File: src/dlr_pkg.sv
// Shared constants, types and helpers for the DDA line rasterizer.
// No dependencies; every other file refers to this package by scoped names.
package dlr_pkg;

    localparam int COORD_BITS_DEF = 10;
    localparam int FRAC_BITS_DEF  = 16;
    localparam int COLOR_BITS     = 24;
    localparam int QUEUE_DEPTH    = 2;

    // action codes
    localparam logic ACT_START   = 1'b0;
    localparam logic ACT_ADVANCE = 1'b1;

    // status of the command queue as seen by the front and back parts
    typedef struct packed {
        logic full;
        logic empty;
    } t_qflags;

    // command word: action, sx, sy, adx, ady, steps, neg_x, neg_y, color
    function automatic int cmd_bits(input int coord_bits);
        return 1 + 5 * coord_bits + 2 + COLOR_BITS;
    endfunction

endpackage

File: src/dlr_front.sv
// Front part: takes input items, works out deltas, signs and the step count.
// Depends on dlr_pkg; feeds dlr_queue.
module dlr_front #(
    parameter int COORD_BITS = dlr_pkg::COORD_BITS_DEF
) (
    input  logic                           i_clk,
    input  logic                           i_rst_n,
    input  logic                           i_push,
    output logic                           o_full,
    input  logic                           i_action,
    input  logic [COORD_BITS-1:0]          i_start_x,
    input  logic [COORD_BITS-1:0]          i_start_y,
    input  logic [COORD_BITS-1:0]          i_end_x,
    input  logic [COORD_BITS-1:0]          i_end_y,
    input  logic [dlr_pkg::COLOR_BITS-1:0] i_color,
    input  dlr_pkg::t_qflags               i_qflags,
    output logic                           o_q_push,
    output logic [dlr_pkg::cmd_bits(COORD_BITS)-1:0] o_q_data
);

    localparam int CMD_W = dlr_pkg::cmd_bits(COORD_BITS);

    logic             r_valid, n_valid;
    logic [CMD_W-1:0] r_cmd;
    logic             accept;
    logic             neg_x, neg_y;
    logic [COORD_BITS-1:0] adx, ady, steps;

    assign o_q_push = r_valid && !i_qflags.full;
    assign o_full   = r_valid && i_qflags.full;
    assign accept   = i_push && !o_full;
    assign o_q_data = r_cmd;

    always_comb begin
        neg_x = i_end_x < i_start_x;
        neg_y = i_end_y < i_start_y;
        adx   = neg_x ? (i_start_x - i_end_x) : (i_end_x - i_start_x);
        ady   = neg_y ? (i_start_y - i_end_y) : (i_end_y - i_start_y);
        steps = (adx > ady) ? adx : ady;
    end

    always_comb begin
        n_valid = r_valid;
        if (o_q_push) begin
            n_valid = 1'b0;
        end
        if (accept) begin
            n_valid = 1'b1;
        end
    end

    always_ff @(posedge i_clk) begin
        if (!i_rst_n) begin
            r_valid <= 1'b0;
        end else begin
            r_valid <= n_valid;
        end
    end

    always_ff @(posedge i_clk) begin
        if (accept) begin
            r_cmd <= {i_action, i_start_x, i_start_y, adx, ady, steps,
                      neg_x, neg_y, i_color};
        end
    end

endmodule

File: src/dlr_queue.sv
// Short register queue between the front and back parts.
// Depends on dlr_pkg for the status struct.
module dlr_queue #(
    parameter int WIDTH = 8,
    parameter int DEPTH = dlr_pkg::QUEUE_DEPTH
) (
    input  logic             i_clk,
    input  logic             i_rst_n,
    input  logic             i_push,
    input  logic [WIDTH-1:0] i_data,
    input  logic             i_pop,
    output logic [WIDTH-1:0] o_data,
    output dlr_pkg::t_qflags o_flags
);

    localparam int PW = (DEPTH > 1) ? $clog2(DEPTH) : 1;
    localparam int CW = $clog2(DEPTH + 1);
    localparam logic [PW-1:0] PTR_LAST = PW'(DEPTH - 1);
    localparam logic [CW-1:0] CNT_FULL = CW'(DEPTH);

    logic [WIDTH-1:0] r_mem [DEPTH];
    logic [PW-1:0]    r_wr, n_wr, r_rd, n_rd;
    logic [CW-1:0]    r_cnt, n_cnt;
    logic             do_push, do_pop;

    assign o_flags.full  = (r_cnt == CNT_FULL);
    assign o_flags.empty = (r_cnt == '0);
    assign do_push = i_push && !o_flags.full;
    assign do_pop  = i_pop && !o_flags.empty;
    assign o_data  = r_mem[r_rd];

    always_comb begin
        n_wr  = r_wr;
        n_rd  = r_rd;
        n_cnt = r_cnt;
        if (do_push) begin
            n_wr = (r_wr == PTR_LAST) ? '0 : r_wr + PW'(1);
        end
        if (do_pop) begin
            n_rd = (r_rd == PTR_LAST) ? '0 : r_rd + PW'(1);
        end
        if (do_push && !do_pop) begin
            n_cnt = r_cnt + CW'(1);
        end else if (do_pop && !do_push) begin
            n_cnt = r_cnt - CW'(1);
        end
    end

    always_ff @(posedge i_clk) begin
        if (!i_rst_n) begin
            r_wr  <= '0;
            r_rd  <= '0;
            r_cnt <= '0;
        end else begin
            r_wr  <= n_wr;
            r_rd  <= n_rd;
            r_cnt <= n_cnt;
        end
    end

    always_ff @(posedge i_clk) begin
        if (do_push) begin
            r_mem[r_wr] <= i_data;
        end
    end

endmodule

File: src/dlr_back.sv
// Back part: line state, iterative increment divider, stepping, result register.
// Depends on dlr_pkg; fed by dlr_queue.
module dlr_back #(
    parameter int COORD_BITS = dlr_pkg::COORD_BITS_DEF,
    parameter int FRAC_BITS  = dlr_pkg::FRAC_BITS_DEF
) (
    input  logic                           i_clk,
    input  logic                           i_rst_n,
    input  logic [dlr_pkg::cmd_bits(COORD_BITS)-1:0] i_q_data,
    input  dlr_pkg::t_qflags               i_qflags,
    output logic                           o_q_pop,
    output logic                           o_empty,
    input  logic                           i_pop,
    output logic [COORD_BITS-1:0]          o_pixel_x,
    output logic [COORD_BITS-1:0]          o_pixel_y,
    output logic [dlr_pkg::COLOR_BITS-1:0] o_pixel_color,
    output logic                           o_last
);

    localparam int C     = COORD_BITS;
    localparam int F     = FRAC_BITS;
    localparam int PB    = C + F;
    localparam int IB    = F + 2;
    localparam int DCW   = $clog2(F + 1);
    localparam logic [DCW-1:0] DIV_LAST = DCW'(F);
    localparam logic [F-1:0]   HALF     = {1'b1, {(F-1){1'b0}}};

    typedef enum logic [1:0] {
        ST_IDLE = 2'b01,
        ST_DIV  = 2'b10
    } t_state;

    // unpacked command
    logic                           c_action, c_neg_x, c_neg_y;
    logic [C-1:0]                   c_sx, c_sy, c_adx, c_ady, c_steps;
    logic [dlr_pkg::COLOR_BITS-1:0] c_color;

    assign {c_action, c_sx, c_sy, c_adx, c_ady, c_steps, c_neg_x, c_neg_y, c_color} = i_q_data;

    t_state  r_state, n_state;
    logic    r_active, n_active;
    logic [PB-1:0] r_pos_x, n_pos_x, r_pos_y, n_pos_y;   // position plus one half
    logic [IB-1:0] r_inc_x, n_inc_x, r_inc_y, n_inc_y;
    logic [C-1:0]  r_steps, n_steps;
    logic [dlr_pkg::COLOR_BITS-1:0] r_color, n_color;
    logic [C:0]    r_rem_x, n_rem_x, r_rem_y, n_rem_y;
    logic [F:0]    r_q_x, n_q_x, r_q_y, n_q_y;
    logic          r_neg_x, n_neg_x, r_neg_y, n_neg_y;
    logic [DCW-1:0] r_cnt, n_cnt;

    logic          r_out_valid, n_out_valid;
    logic [C-1:0]  r_out_x, n_out_x, r_out_y, n_out_y;
    logic [dlr_pkg::COLOR_BITS-1:0] r_out_color, n_out_color;
    logic          r_out_last, n_out_last;

    logic          out_free;
    logic [C:0]    t_x, t_y;
    logic          ge_x, ge_y;
    logic [PB-1:0] adv_x, adv_y;

    assign out_free      = !r_out_valid || i_pop;
    assign o_empty       = !r_out_valid;
    assign o_pixel_x     = r_out_x;
    assign o_pixel_y     = r_out_y;
    assign o_pixel_color = r_out_color;
    assign o_last        = r_out_last;

    // one restoring-division step for each axis, and the advanced positions
    always_comb begin
        t_x  = (r_cnt == '0) ? r_rem_x : {r_rem_x[C-1:0], 1'b0};
        t_y  = (r_cnt == '0) ? r_rem_y : {r_rem_y[C-1:0], 1'b0};
        ge_x = t_x >= {1'b0, r_steps};
        ge_y = t_y >= {1'b0, r_steps};
        adv_x = r_pos_x + {{(PB-IB){r_inc_x[IB-1]}}, r_inc_x};
        adv_y = r_pos_y + {{(PB-IB){r_inc_y[IB-1]}}, r_inc_y};
    end

    always_comb begin
        n_state     = r_state;
        n_active    = r_active;
        n_pos_x     = r_pos_x;
        n_pos_y     = r_pos_y;
        n_inc_x     = r_inc_x;
        n_inc_y     = r_inc_y;
        n_steps     = r_steps;
        n_color     = r_color;
        n_rem_x     = r_rem_x;
        n_rem_y     = r_rem_y;
        n_q_x       = r_q_x;
        n_q_y       = r_q_y;
        n_neg_x     = r_neg_x;
        n_neg_y     = r_neg_y;
        n_cnt       = r_cnt;
        n_out_valid = r_out_valid && !i_pop;
        n_out_x     = r_out_x;
        n_out_y     = r_out_y;
        n_out_color = r_out_color;
        n_out_last  = r_out_last;
        o_q_pop     = 1'b0;

        case (r_state)
            ST_IDLE: begin
                if (!i_qflags.empty) begin
                    if (c_action == dlr_pkg::ACT_ADVANCE) begin
                        if (!r_active) begin
                            o_q_pop = 1'b1;             // drop: no line to advance
                        end else if (out_free) begin
                            o_q_pop     = 1'b1;
                            n_pos_x     = adv_x;
                            n_pos_y     = adv_y;
                            n_steps     = r_steps - C'(1);
                            n_active    = (r_steps != C'(1));
                            n_out_valid = 1'b1;
                            n_out_x     = adv_x[PB-1:F];
                            n_out_y     = adv_y[PB-1:F];
                            n_out_color = r_color;
                            n_out_last  = (r_steps == C'(1));
                        end
                    end else if (out_free) begin
                        o_q_pop     = 1'b1;
                        n_pos_x     = {c_sx, HALF};
                        n_pos_y     = {c_sy, HALF};
                        n_steps     = c_steps;
                        n_color     = c_color;
                        n_neg_x     = c_neg_x;
                        n_neg_y     = c_neg_y;
                        n_rem_x     = {1'b0, c_adx};
                        n_rem_y     = {1'b0, c_ady};
                        n_cnt       = '0;
                        n_out_valid = 1'b1;
                        n_out_x     = c_sx;
                        n_out_y     = c_sy;
                        n_out_color = c_color;
                        n_out_last  = (c_steps == '0);
                        n_active    = (c_steps != '0);
                        if (c_steps != '0) begin
                            n_state = ST_DIV;
                        end
                    end
                end
            end
            ST_DIV: begin
                n_rem_x = ge_x ? (t_x - {1'b0, r_steps}) : t_x;
                n_rem_y = ge_y ? (t_y - {1'b0, r_steps}) : t_y;
                n_q_x   = {r_q_x[F-1:0], ge_x};
                n_q_y   = {r_q_y[F-1:0], ge_y};
                n_cnt   = r_cnt + DCW'(1);
                if (r_cnt == DIV_LAST) begin
                    n_inc_x = r_neg_x ? (IB'(0) - {1'b0, n_q_x}) : {1'b0, n_q_x};
                    n_inc_y = r_neg_y ? (IB'(0) - {1'b0, n_q_y}) : {1'b0, n_q_y};
                    n_state = ST_IDLE;
                end
            end
            default: begin
                n_state = ST_IDLE;
            end
        endcase
    end

    always_ff @(posedge i_clk) begin
        if (!i_rst_n) begin
            r_state     <= ST_IDLE;
            r_active    <= 1'b0;
            r_out_valid <= 1'b0;
            r_cnt       <= '0;
        end else begin
            r_state     <= n_state;
            r_active    <= n_active;
            r_out_valid <= n_out_valid;
            r_cnt       <= n_cnt;
        end
    end

    always_ff @(posedge i_clk) begin
        r_pos_x     <= n_pos_x;
        r_pos_y     <= n_pos_y;
        r_inc_x     <= n_inc_x;
        r_inc_y     <= n_inc_y;
        r_steps     <= n_steps;
        r_color     <= n_color;
        r_rem_x     <= n_rem_x;
        r_rem_y     <= n_rem_y;
        r_q_x       <= n_q_x;
        r_q_y       <= n_q_y;
        r_neg_x     <= n_neg_x;
        r_neg_y     <= n_neg_y;
        r_out_x     <= n_out_x;
        r_out_y     <= n_out_y;
        r_out_color <= n_out_color;
        r_out_last  <= n_out_last;
    end

endmodule

File: src/dda_line_rasterizer.sv
// Top level of the DDA line rasterizer: front part, command queue, back part.
// Depends on dlr_pkg, dlr_front, dlr_queue and dlr_back.
//
//   channel   handshake                    payload
//   -------   --------------------------   ----------------------------------------------
//   input     push / full (take on !full)  i_action, i_start_x/y, i_end_x/y, i_color
//   result    empty / pop (take on !empty) o_pixel_x, o_pixel_y, o_pixel_color, o_last
//
// An advance on an active line produces one pixel per cycle once it reaches the back part,
// while the result register is free or popped. A start puts its first pixel in the result
// register, then holds the back part while the per-axis restoring dividers form both
// increments, one quotient bit per cycle. Items pass a front register and a QUEUE_DEPTH-entry
// queue first, so the front keeps taking items during a division until the queue fills. Reset
// is synchronous and empties both sides; the line state itself needs no clearing pass.
module dda_line_rasterizer #(
    parameter int COORD_BITS = dlr_pkg::COORD_BITS_DEF,
    parameter int FRAC_BITS  = dlr_pkg::FRAC_BITS_DEF
) (
    input  logic                           i_clk,
    input  logic                           i_rst_n,
    input  logic                           push,
    output logic                           full,
    input  logic                           i_action,
    input  logic [COORD_BITS-1:0]          i_start_x,
    input  logic [COORD_BITS-1:0]          i_start_y,
    input  logic [COORD_BITS-1:0]          i_end_x,
    input  logic [COORD_BITS-1:0]          i_end_y,
    input  logic [dlr_pkg::COLOR_BITS-1:0] i_color,
    output logic                           empty,
    input  logic                           pop,
    output logic [COORD_BITS-1:0]          o_pixel_x,
    output logic [COORD_BITS-1:0]          o_pixel_y,
    output logic [dlr_pkg::COLOR_BITS-1:0] o_pixel_color,
    output logic                           o_last
);

    localparam int CMD_W = dlr_pkg::cmd_bits(COORD_BITS);

    dlr_pkg::t_qflags  qflags;
    logic              q_push, q_pop;
    logic [CMD_W-1:0]  q_wdata, q_rdata;

    // classify each item and register it ahead of the queue
    dlr_front #(
        .COORD_BITS (COORD_BITS)
    ) u_front (
        .i_clk     (i_clk),
        .i_rst_n   (i_rst_n),
        .i_push    (push),
        .o_full    (full),
        .i_action  (i_action),
        .i_start_x (i_start_x),
        .i_start_y (i_start_y),
        .i_end_x   (i_end_x),
        .i_end_y   (i_end_y),
        .i_color   (i_color),
        .i_qflags  (qflags),
        .o_q_push  (q_push),
        .o_q_data  (q_wdata)
    );

    // decouple the front from a back part busy dividing or stalled on output
    dlr_queue #(
        .WIDTH (CMD_W),
        .DEPTH (dlr_pkg::QUEUE_DEPTH)
    ) u_queue (
        .i_clk   (i_clk),
        .i_rst_n (i_rst_n),
        .i_push  (q_push),
        .i_data  (q_wdata),
        .i_pop   (q_pop),
        .o_data  (q_rdata),
        .o_flags (qflags)
    );

    // run lines: divide on start, step on advance, hold the result register
    dlr_back #(
        .COORD_BITS (COORD_BITS),
        .FRAC_BITS  (FRAC_BITS)
    ) u_back (
        .i_clk         (i_clk),
        .i_rst_n       (i_rst_n),
        .i_q_data      (q_rdata),
        .i_qflags      (qflags),
        .o_q_pop       (q_pop),
        .o_empty       (empty),
        .i_pop         (pop),
        .o_pixel_x     (o_pixel_x),
        .o_pixel_y     (o_pixel_y),
        .o_pixel_color (o_pixel_color),
        .o_last        (o_last)
    );

endmodule

File: config.mk
export PLATFORM = sky130hd
export DESIGN_NAME = dda_line_rasterizer
export DESIGN_NICKNAME = d
export VERILOG_FILES = /design/src/dlr_pkg.sv /design/src/dlr_front.sv /design/src/dlr_queue.sv /design/src/dlr_back.sv /design/src/dda_line_rasterizer.sv
export SDC_FILE = /design/constraint.sdc
export NUM_CORES = 1
export LEC_CHECK = 0
export BUFFER_PORTS_ARGS = -buffer_cell sky130_fd_sc_hd__buf_2
export CORE_UTILIZATION = 50
export DETAILED_ROUTE_END_ITERATION = 10
export GPL_ROUTABILITY_DRIVEN = 1
export PLACE_DENSITY_LB_ADDON = 0.25
export SYNTH_ARGS = -nofsm -noshare
export SYNTH_HDL_FRONTEND = slang
export SYNTH_SLANG_ARGS = --single-unit
File: constraint.sdc
create_clock -name i_clk -period 5.2 [get_ports i_clk]
set_clock_uncertainty 0.2 [all_clocks]
set_input_delay 1.04 -clock i_clk [delete_from_list [all_inputs] [get_ports i_clk]]
set_output_delay 1.04 -clock i_clk [all_outputs]
set_load 0.005 [all_outputs]
==> impl_metrics.csv <==
group,metric,value,unit
critical_path,path_class,"input port to flop",
sta,fin_tns_setup,0,ps
cells_and_area,fillers,3541,
critical_path,worstPathRequired,5320,ps
synthesis,synth_cell_types,69,
cells_and_area,fin_nets,2128,
synthesis,synthAdderAreaFrac,7.69,%
clocking,clock_latency,590,ps
placement,gp_congestion,0.917,
die,io_pins,116,
sta,grt_setup_unrepaired,"no",
global_route,grt_overflow,0,
detailed_routing,drt_pass1_iterations,5,
min_path,hold_path.class,"flop to flop",
die,die_height,214,um
detailed_routing,drtAntennaViolNets,0,
critical_path,ff2ff_setup_slack,590,ps
synthesis,syn_avg_cell_area,12.6,um^2
synthesis,synthXorXnorAreaFrac,4.10,%
detailed_routing,vias,14105,
critical_path,crit_fanout,7,
global_route,grtUsageTotal,20.8,%
clocking,clock-sinks,449,
global_route,antenna_found_initial,1,
clocking,cts_buffer_depth,3,
synthesis,synth-edff-count,434,
pwr,ir_drop,256,uV
synthesis,ys_seq_area_share,59.5,%
synthesis,synth_compound_area_share,10.9,%
clocking,numCtsBuffers,48,
detailed_routing,wire_per_inst,18.3,um
sta,min_period_over_period,91.0,%
sta,tightestPinTransition,1140,ps
clocking,ctsResizeCount,0,
clocking,cts_root_buf,"clkbuf_16",
clocking,cts_tree,"yes",
cells_and_area,antenna_cells,0,
placement,port_buffers,115,
critical_path,crit_path_start_kind,"input port",
pwr,p_leak,9.74,nW
critical_path,crit_arrival,4860,ps
detailed_routing,wirelength,46800,um
clocking,cts_setup_buffers,0,
detailed_routing,drc,0,
critical_path,end_kind,"flop",
clocking,cts_max_level,2,
synthesis,syn_inst,1781,
cells_and_area,area_growth,13.6,%
flow_run,max_cap_viol_count,0,
global_route,grt_max_degree,82,
synthesis,synth_top_family_by_area,"compound AO/OA/AOI/OAI gates",
die,die_w,214,um
sta,maxSlewHeadroom,23.9,%
synthesis,synth-main-ff-cell,"edfxtp_1",
die,rows,77,
sta,fmax,211,MHz
status,status,"completed",
sta,holdWs,242,ps
pwr,power_density,491,mW/mm^2
placement,hpwl,32900,um
die,core,0.0442,mm^2
global_route,grt_pass1_vias,14172,
synthesis,synth_area,0.0224,mm^2
global_route,grt_pass1_wl,74000,um
sta,setup_violations,0,
detailed_routing,via_per_inst,5.52,
die,start_util,50.7,%
cells_and_area,drive_gt1_share,16.5,%
synthesis,async_flop_share,0,%
detailed_routing,drt_iter0_markers,950,
sta,maxSlewViolCount,0,
synthesis,synthSimpleGateAreaFrac,9.13,%
clocking,cts_hold_buf,0,
die,die-area,0.0457,mm^2
synthesis,synthesis.nets,1983,
clocking,clkTransAtPathRegs,60,ps
sta,hold_violations,0,
sta,min_period,4730,ps
synthesis,synth.area.mux_share,5.30,%
synthesis,ys_ff_latch,449,
synthesis,yosysWarnings,0,
placed cells by master, fill, tap and decap left out, drive strengths merged, types with 22 or more instances in the layout:
cell type and count:
nor2 98, clkbuf 56, a21oi 105, nor2b 47, o21ai 77, buf 171, mux2 54, clkinv 22
inv 110, ha 125, nand2 143, a21o 25, xnor2 72, xor2 33, a211oi 38, mux2i 58
edfxtp 434
routing by layer:
layer | vias up | share of wire [%] | GRT usage (%)
li1 | 6893 | - | -
met1 | 6838 | 46 | 28.0
met2 | 291 | 48 | 34.6
met3 | 83 | 3.8 | 2.67
met4 | 0 | 2.6 | 7.27
met5 | - | 0 | 0
stage by stage:
| stage | power [mW] | instance area (um^2) | instances | utilization (%) | worst slack (ps) |
|---|---|---|---|---|---|
| after floorplan | 8.03 | 22400 | 1781 | - | 68.0 |
| after global placement | 9.03 | 23900 | 2468 | 54.0 | -31.0 |
| after detailed placement | 9.15 | 23900 | 2468 | 54.0 | -123 |
| after CTS | 12.6 | 25500 | 2557 | 57.6 | 343 |
| after global routing | 13.2 | 25500 | 2557 | 57.6 | 157 |
| final | 12.5 | 25500 | 2557 | 57.6 | 469 |
sequential cells by signal, summed over array words and instances, names as in the netlist, 2 cells and up, named ones only:
name,count
u_back.r_cnt,5
u_queue.r_cnt,2
u_front.o_q_data,77
u_back.r_q_x,16
u_back.r_inc_x,18
u_back.o_pixel_x,9
u_back.r_color,24
u_back.r_rem_y,11
u_back.r_pos_x,17
u_back.r_steps,10
u_back.r_inc_y,18
u_back.r_pos_y,16
u_back.r_q_y,16
u_back.o_pixel_color,24
u_back.r_state,2
u_back.o_pixel_y,10
u_queue.r_mem,154
u_back.r_rem_x,11
synthesized netlist by cell type, types with 6 or more instances:
library cell,instances,area [um^2]
xor2_1,33,289
ha_1,125,1560
mux2_2,54,608
buf_4,20,150
o21a_1,19,143
and2_1,11,68.8
a211oi_1,38,285
nand2b_1,17,106
edfxtp_1,434,13000
o21ai_0,76,380
a31oi_1,13,81.3
nand3_1,21,105
o311ai_0,6,52.6
clkbuf_1,44,165
o41ai_1,11,96.3
a21oi_1,105,526
nand2_1,143,537
a21o_1,25,188
o211ai_1,15,113
dfxtp_1,15,300
or3_1,15,93.8
nor2b_1,47,294
o31ai_1,20,150
mux2i_1,58,581
or2_2,7,43.8
fa_1,8,160
nor4_1,6,37.5
buf_1,7,26.3
inv_1,106,398
nor2_1,98,368
a21boi_0,6,45.0
nand4_1,9,56.3
and3_1,9,56.3
xnor2_1,72,631
nor3_1,16,80.1
o21bai_1,6,45.0
path summary, 6_finish.rpt:
check | start | endpoint | cells after the start
max | i_end_y[0] | u_front.o_q_data[35]$_DFFE_PP_ | 22
min | u_front.o_q_data[72]$_DFFE_PP_ | u_queue.r_mem[1][72]$_DFFE_PP_ | 0
max reg2reg | u_back.r_cnt[0]$_SDFFE_PN0P_ | u_back.r_inc_x[14]$_DFFE_PP_ | 18
min reg2reg | u_front.o_q_data[72]$_DFFE_PP_ | u_queue.r_mem[1][72]$_DFFE_PP_ | 0
report_power, final:
group	leakage (nW)	total (mW)	internal, mW	switching, mW
combinational	4.82	3.95	1.61	2.34
clock	0.764	3.40	1.97	1.44
sequential	4.15	5.15	4.86	0.288
total	9.74	12.5	8.44	4.07
final cells by class:
cell class	instances	area [um^2]	share of cell area [%]
flip-flops and latches	449	13300	52.4
clock buffers	56	1230	4.83
clock inverters	33	348	1.37
inverters	107	402	1.58
multi-input cells	1149	8380	32.9
repair buffers	171	1030	4.06
well taps	592	741	2.91
worst max-delay path: stages:
cell	delay, ps
buf_2	100
inv_1	40
ha_1	130
inv_1	60
fa_1	400
a21o_1	190
and4_1	210
o311ai_0	420
nand2_1	130
a21o_1	300
a21oi_1	210
xor2_1	220
inv_1	70
ha_1	320
nand4_1	90
nor2_1	140
o21ai_0	110
nand3b_1	110
o21ai_2	110
buf_4	160
a211oi_1	200
a211oi_1	80
logic make-up after synthesis:
logic type,after synthesis
adders and majority gates,133
muxes,112
AOI/OAI and AO/OA,376
buffers and inverters,183
DFF,449
xor gates and xnor gates,105
and+or+nand+nor,423
No activity file was read; power rests on OpenSTA's default activity.
